**config.mk**
```make
export PLATFORM = sky130hd
export DESIGN_NAME = serial_set_ascii_time_clock_unit
export DESIGN_NICKNAME = d
export VERILOG_FILES = /design/src/hdl/sstc_pkg.sv /design/src/hdl/serial_set_ascii_time_clock_unit.sv /design/src/hdl/sstc_advance.sv
export SDC_FILE = /design/constraint.sdc
export NUM_CORES = 1
export LEC_CHECK = 0
export ABC_AREA = 1
export BUFFER_PORTS_ARGS = -buffer_cell sky130_fd_sc_hd__clkbuf_2
export CAP_MARGIN = 20
export CORE_MARGIN = 1.5
export CORE_UTILIZATION = 50
export DETAILED_ROUTE_END_ITERATION = 8
export GPL_TIMING_DRIVEN = 1
export MAX_ROUTING_LAYER = met4
export PLACE_DENSITY = 0.69
export SYNTH_ARGS = -nofsm -noshare
export SYNTH_HDL_FRONTEND = slang
export SYNTH_SLANG_ARGS = --single-unit
```
**constraint.sdc**
```tcl
create_clock -name clock -period 7.9 [get_ports clock]
set_input_delay 0.395 -clock clock [delete_from_list [all_inputs] [get_ports clock]]
set_output_delay 0.395 -clock clock [all_outputs]
set_load 0.005 [all_outputs]
```
**src/hdl/sstc_pkg.sv**
```systemverilog
// Shared types, constants and digit helpers for the serial time clock.
// Used by sstc_advance and serial_set_ascii_time_clock_unit; no dependencies.
`timescale 1ns / 1ps
`default_nettype none

package sstc_pkg;

   typedef logic [7:0] char_type;
   // Eight characters, position 0 in the lowest byte.
   typedef char_type [7:0] time_str_type;

   // Kind of an input beat.
   typedef enum logic {
      REQ_BYTE = 1'b0,
      REQ_TICK = 1'b1
   } req_kind_type;

   localparam char_type     SET_MARK     = 8'h25;
   localparam int unsigned  FRAME_LEN    = 8;
   localparam char_type     DIGIT_BASE   = 8'h30;
   localparam int unsigned  MIN_SEC_WRAP = 60;
   localparam int unsigned  HOUR_WRAP    = 24;
   localparam time_str_type TIME_RESET   = 64'h3030_3A30_303A_3030;

   // Value of an ASCII digit; anything else counts as zero.
   function automatic logic [3:0] digit_value(input char_type c);
      if (c >= DIGIT_BASE && c <= DIGIT_BASE + 8'd9) begin
         return c[3:0];
      end
      return 4'd0;
   endfunction

   // Two-digit field decoded and clamped to limit.
   function automatic logic [6:0] read_field(input char_type hi, input char_type lo,
                                             input logic [6:0] limit);
      logic [6:0] v;
      v = 7'(digit_value(hi)) * 7'd10 + 7'(digit_value(lo));
      return (v > limit) ? limit : v;
   endfunction

   // Two ASCII digits for a value below 60: tens in the low byte, units above.
   function automatic logic [15:0] write_field(input logic [5:0] v);
      logic [2:0] tens;
      logic [5:0] units;
      tens = 3'd0;
      for (int i = 1; i <= 5; i++) begin
         if (v >= 6'(i * 10)) begin
            tens = tens + 3'd1;
         end
      end
      units = v - 6'(tens) * 6'd10;
      return {DIGIT_BASE + {4'd0, units[3:0]}, DIGIT_BASE + {5'd0, tens}};
   endfunction

endpackage

`default_nettype wire

```
**src/hdl/serial_set_ascii_time_clock_unit.sv**
```systemverilog
// Serial-settable HH:MM:SS clock: input register, update logic, result register.
// Depends on sstc_pkg and sstc_advance.
//
// Usage:
//   The req channel carries one beat per event. req_tuser selects the kind:
//   0 is a received serial byte in req_tdata, 1 is a one-second tick.
//   A '%' byte opens or restarts a set frame; the next eight bytes overwrite the eight
//   string positions raw, after which ticking resumes. Ticks inside a frame
//   and other bytes outside a frame leave the time as it is.
//   Every accepted beat gives exactly one rsp beat carrying the full string
//   after the event, a refresh flag (tick advanced the time) and a busy flag
//   (set frame still open).
//   Each beat is held in the input register and then in the result register, which offers it.
//   Throughput: one beat per cycle while rsp_tready is high; the input register and the result
//   register each hold one beat, so a new request is taken while a finished
//   result waits. The single time string register sets the order of updates.
//   When rsp_tready is held low, both registers fill and req_tready drops;
//   nothing is lost or repeated.
//   Reset sets the string to "00:00:00", closes any frame and empties both
//   registers.
`timescale 1ns / 1ps
`default_nettype none

module serial_set_ascii_time_clock_unit (
   input  logic        clock,
   input  logic        reset,
   input  logic        req_tvalid,
   output logic        req_tready,
   input  logic [7:0]  req_tdata,   // [7:0] rx_byte
   input  logic        req_tuser,   // [0] req_type
   output logic        rsp_tvalid,
   input  logic        rsp_tready,
   output logic [63:0] rsp_tdata,   // char_0 [7:0] up to char_7 [63:56]
   output logic [1:0]  rsp_tuser    // [0] refresh, [1] set_busy
);

   // Input register.
   logic                      in_valid_ff, in_valid_in;
   sstc_pkg::req_kind_type    in_kind_ff;
   sstc_pkg::char_type        in_byte_ff;

   // Clock state.
   sstc_pkg::time_str_type    time_ff, time_in, tick_time;
   logic                      busy_ff, busy_in;
   logic [2:0]                pos_ff, pos_in;
   logic                      refresh;

   // Result register.
   logic                      out_valid_ff, out_valid_in;
   sstc_pkg::time_str_type    out_data_ff;
   logic [1:0]                out_user_ff;

   logic                      stage_go;
   logic                      req_take;

   // A held beat moves on when the result register is free or being drained.
   assign stage_go   = in_valid_ff && (!out_valid_ff || rsp_tready);
   assign req_tready = !in_valid_ff || stage_go;
   assign req_take   = req_tvalid && req_tready;

   sstc_advance u_advance (
      .cur_time  (time_ff),
      .next_time (tick_time)
   );

   // Next clock state for the beat leaving the input register.
   always_comb begin
      time_in = time_ff;
      busy_in = busy_ff;
      pos_in  = pos_ff;
      refresh = 1'b0;
      if (stage_go) begin
         case (in_kind_ff)
            sstc_pkg::REQ_BYTE: begin
               if (in_byte_ff == sstc_pkg::SET_MARK) begin
                  busy_in = 1'b1;
                  pos_in  = 3'd0;
               end else if (busy_ff) begin
                  time_in[pos_ff] = in_byte_ff;
                  if (pos_ff == 3'(sstc_pkg::FRAME_LEN - 1)) begin
                     busy_in = 1'b0;
                     pos_in  = 3'd0;
                  end else begin
                     pos_in = pos_ff + 3'd1;
                  end
               end
            end
            sstc_pkg::REQ_TICK: begin
               if (!busy_ff) begin
                  time_in = tick_time;
                  refresh = 1'b1;
               end
            end
            default: begin
               time_in = time_ff;
            end
         endcase
      end
   end

   // Valid flags of the two registers.
   always_comb begin
      in_valid_in = in_valid_ff;
      if (req_take) begin
         in_valid_in = 1'b1;
      end else if (stage_go) begin
         in_valid_in = 1'b0;
      end
      out_valid_in = out_valid_ff;
      if (stage_go) begin
         out_valid_in = 1'b1;
      end else if (rsp_tready) begin
         out_valid_in = 1'b0;
      end
   end

   // Control and clock state.
   always_ff @(posedge clock) begin
      if (reset) begin
         in_valid_ff  <= 1'b0;
         out_valid_ff <= 1'b0;
         time_ff      <= sstc_pkg::TIME_RESET;
         busy_ff      <= 1'b0;
         pos_ff       <= 3'd0;
      end else begin
         in_valid_ff  <= in_valid_in;
         out_valid_ff <= out_valid_in;
         time_ff      <= time_in;
         busy_ff      <= busy_in;
         pos_ff       <= pos_in;
      end
   end

   // Payload registers.
   always_ff @(posedge clock) begin
      if (req_take) begin
         in_kind_ff <= sstc_pkg::req_kind_type'(req_tuser);
         in_byte_ff <= req_tdata;
      end
      if (stage_go) begin
         out_data_ff <= time_in;
         out_user_ff <= {busy_in, refresh};
      end
   end

   assign rsp_tvalid = out_valid_ff;
   assign rsp_tdata  = out_data_ff;
   assign rsp_tuser  = out_user_ff;

endmodule

`default_nettype wire

```
**src/hdl/sstc_advance.sv**
```systemverilog
// One-second advance of an HH:MM:SS string, purely combinational.
// Depends on sstc_pkg for the string type and digit helpers.
`timescale 1ns / 1ps
`default_nettype none

module sstc_advance (
   input  sstc_pkg::time_str_type cur_time,
   output sstc_pkg::time_str_type next_time
);

   logic [6:0] hh_raw, mm_raw, ss_raw;
   logic [4:0] hh, hh_n;
   logic [5:0] mm, mm_n, ss, ss_n;
   logic       ss_wrap, mm_wrap;

   // Decode the three fields, clamped to their legal ranges.
   assign hh_raw = sstc_pkg::read_field(cur_time[0], cur_time[1],
                                        7'(sstc_pkg::HOUR_WRAP - 1));
   assign mm_raw = sstc_pkg::read_field(cur_time[3], cur_time[4],
                                        7'(sstc_pkg::MIN_SEC_WRAP - 1));
   assign ss_raw = sstc_pkg::read_field(cur_time[6], cur_time[7],
                                        7'(sstc_pkg::MIN_SEC_WRAP - 1));
   assign hh = hh_raw[4:0];
   assign mm = mm_raw[5:0];
   assign ss = ss_raw[5:0];

   // Seconds carry into minutes, minutes into hours.
   assign ss_wrap = (ss == 6'(sstc_pkg::MIN_SEC_WRAP - 1));
   assign mm_wrap = (mm == 6'(sstc_pkg::MIN_SEC_WRAP - 1));

   always_comb begin
      ss_n = ss_wrap ? 6'd0 : ss + 6'd1;
      mm_n = mm;
      hh_n = hh;
      if (ss_wrap) begin
         mm_n = mm_wrap ? 6'd0 : mm + 6'd1;
         if (mm_wrap) begin
            hh_n = (hh == 5'(sstc_pkg::HOUR_WRAP - 1)) ? 5'd0 : hh + 5'd1;
         end
      end
   end

   // Re-encode the digits; separators pass through untouched.
   always_comb begin
      next_time = cur_time;
      {next_time[1], next_time[0]} = sstc_pkg::write_field({1'b0, hh_n});
      {next_time[4], next_time[3]} = sstc_pkg::write_field(mm_n);
      {next_time[7], next_time[6]} = sstc_pkg::write_field(ss_n);
   end

endmodule

`default_nettype wire

```
==> metrics.yaml <==
hold_path_startpoint: "req_tdata[7]"
pin_count: 81
ys_seq_area_frac: 0.4438
cts_sinks: 145
synth_edf_count: 75
area_growth_syn_to_layout_pct: 14.38
crit_arrival_ns: 7.19
hold_viol: 0
worst_setup_path_end_kind: "flip-flop"
fin_area_um2: 9415
hold_path_class: "input pin to flip-flop"
synthTopCellsByCount: "inv_1 (196), nand2_1 (190), nor2_1 (96)"
synth_top_family_by_area: "simple AND/OR/NAND/NOR gates"
status: "complete, no violations"
critPathSlowestCell: "fa_1"
gr-total-overflow: 0
routabilityCongestion: 0.8866
ir_drop_mv: 0.1594
die-height_um: 131.3
gr-usage-all-layers: 0.2335
syn-instance-count: 1007
wire_per_inst_um: 14.30
multi_input_area_um2: 3727
clock.fmax_mhz: 142.2
nFillCells: 1456
slew_violations: 0
final.min_clock_period_ns: 7.032
p_seq_frac: 0.410
ant_nets: 0
reg2regPathDepth: 39
cap_viol_max_count: 0
grt_pass1_wl_um: 31240
root_buffer: "clkbuf_16"
slowest_delay_ns: 0.51
synth_area_leaders: "edfxtp_1 (27%), dfxtp_1 (17%), inv_1 (8.9%)"
worstMarginPinSlew_ns: 0.8744
p_int_mw: 1.413
htreeDepth: 4
nNetsFinal: 1155
r2r_slack_ns: 0.87
critPathKind: "flip-flop to flip-flop"
yosys.area_share.simple: 0.2465
chipWidth_um: 131.3
hold_slack_ns: 0.1543
p_per_area_nw_per_um2: 216.0
place_area_um2: 8867
synthXorXnorAreaFrac: 0.01170
skew_ns: 0.008578
start_kind: "flip-flop"
tns_ns: 0
timing.rr.end: "rsp_tdata[34]"
rr_startpoint: "time_ff[29]"
drive_gt1_frac: 0.1688
ys.flop_type: "edfxtp_1"
postCtsSetupBuffers: 0
synth.area.mux_share: 0
pre_cts_slack_ns: 0.9249
die-area_um2: 17240
syn_nets: 1067
synth-seq-cells: 145
cts_resized: 0
cts_tree: "done"
synth_top_area_frac: 0.2736
portBuffers: 80
rsz0062_at_grt: "false"
critPathRequiredTime_ns: 8.05
vias: 6883
worstSkewPairLatency_ns: 0.42
avgViaCountPerCell: 5.199
hold_end: "in_byte_ff[7]"
syn_area_um2: 8232
setup_violations: 0
regArea_um2: 3654
cts-buffers-inserted: 17
whs_path_depth: 1
start_util: 0.5145
combinationalPowerShare: 0.220
avgSynthCellArea_um2: 8.174
async_flop_share: 0
leakage_nw: 4.452
cp_common_cell: "nand2_1"
route.detailed.drc: 0
finalCritPeriodShare: 0.8901
ys_types: 47
yosys.cell_count.top_type: "inv_1"
swShare: 0.3053
grt_max_degree: 45
drtIter0Drc: 620
yosysWarnings: 0
antenna_found_initial: 0
synthAdderAreaFrac: 0.07874
dp_hpwl_um: 14080
finalPower_mw: 2.034
cts_buffer_depth: 2
yosysTopAreaCell: "edfxtp_1"
clkTransAtPathRegs_ns: 0.06
synth_compound_area_frac: 0.1158
slew_headroom: 0.4162
setup_ws_ns: 0.8679
routed_wl_um: 18940
power.switching_mw: 0.6211
cts_hold_buf: 0
grt_pass1_vias: 6573
pwr-share-clk: 0.371
num_antenna_cells: 0
first_pass_iters: 5
fp-row-count: 46
core-area_um2: 16000
path_max_fanout: 6
==> layout make-up <==
| class | count | area share |
|---|---|---|
| Tap cell | 216 | 0.02870 |
| Timing Repair Buffer | 84 | 0.04571 |
| Clock inverter | 12 | 0.01183 |
| Sequential cell | 145 | 0.3880 |
| Clock buffer | 20 | 0.04638 |
| Inverter | 209 | 0.08346 |
| Multi-Input combinational cell | 638 | 0.3959 |
==> critical path, delay by kind of cell (launching register included) <==
family                   cells  cell delay, ns
AO/OA/AOI/OAI                3            0.91
XOR/XNOR                     1            0.16
adder cells (fa/ha/maj)      8            2.39
buffers and inverters        7            0.43
flip-flops                   1            0.35
AND/OR/NAND/NOR             20            2.55
==> per-stage QoR <==
stage / util / cells
2_1_floorplan: - / 1007
3_3_place_gp: 0.5542 / 1292
3_5_place_dp: 0.5542 / 1292
4_1_cts: 0.5884 / 1324
5_1_grt: 0.5884 / 1324
6_report: 0.5884 / 1324
==> routing by layer <==
layer	wire length, µm	vias to the layer above	global-route usage
met4	182	0	0.06111
met1	8471	3185	0.2916
li1	-	3472	-
met5	0	-	-
met3	975	15	0.03974
met2	9307	211	0.3945
==> logic make-up after synthesis <==
logic type	Yosys count
buf+inv	224
compound gates	147
flops	145
simple gates	433
fa+ha+maj	47
xor+xnor	11
==> worst max path at each step <==
stage | from | to | slack, ns
after global routing | time_ff[30] | rsp_tdata[34] | 0.16
after floorplan | time_ff[31] | rsp_tdata[35] | 1.69
after CTS | time_ff[31] | rsp_tdata[34] | 0.89
final | time_ff[29] | rsp_tdata[34] | 0.87
after detailed placement | time_ff[29] | rsp_tdata[34] | 0.92
after global placement | time_ff[29] | rsp_tdata[35] | 1.04
==> cell usage in the layout (no fill, tap or decap), types with 4 or more instances in the layout <==
| master | n |
|---|---|
| a211oi_1 | 6 |
| a21oi_1 | 29 |
| a21oi_2 | 6 |
| a221oi_1 | 14 |
| a22oi_1 | 11 |
| a31oi_1 | 5 |
| and2_1 | 15 |
| buf_4 | 4 |
| clkbuf_16 | 17 |
| clkbuf_2 | 80 |
| clkinv_2 | 4 |
| dfxtp_1 | 70 |
| edfxtp_1 | 75 |
| fa_1 | 8 |
| ha_1 | 39 |
| inv_1 | 196 |
| inv_2 | 11 |
| nand2_1 | 190 |
| nand2_2 | 17 |
| nand3_1 | 52 |
| nand3_2 | 4 |
| nand3b_1 | 5 |
| nand4_1 | 17 |
| nor2_1 | 96 |
| nor2_2 | 11 |
| o211ai_1 | 6 |
| o21a_1 | 5 |
| o21ai_0 | 26 |
| o21ai_1 | 11 |
| o22ai_1 | 20 |
| or2_1 | 4 |
| or2_2 | 8 |
| xor2_1 | 8 |
==> power groups by stage <==
stage               clock network, mW  registers, mW  logic [mW]
floorplan                           0          0.849       0.338
global placement                    0          0.849       0.440
detailed placement                  0          0.849       0.448
CTS                             0.761          0.833       0.451
global route                    0.791          0.836       0.514
finish                          0.754          0.834       0.447
==> sequential cells by signal, indices dropped and copies added, names as in the netlist <==
name	flops
in_byte_ff	8
rsp_tdata	64
in_valid_ff	1
pos_ff	3
time_ff	64
in_kind_ff	1
rsp_tvalid	1
busy_ff	1
rsp_tuser	2
Power figures use the tool's default switching activity.
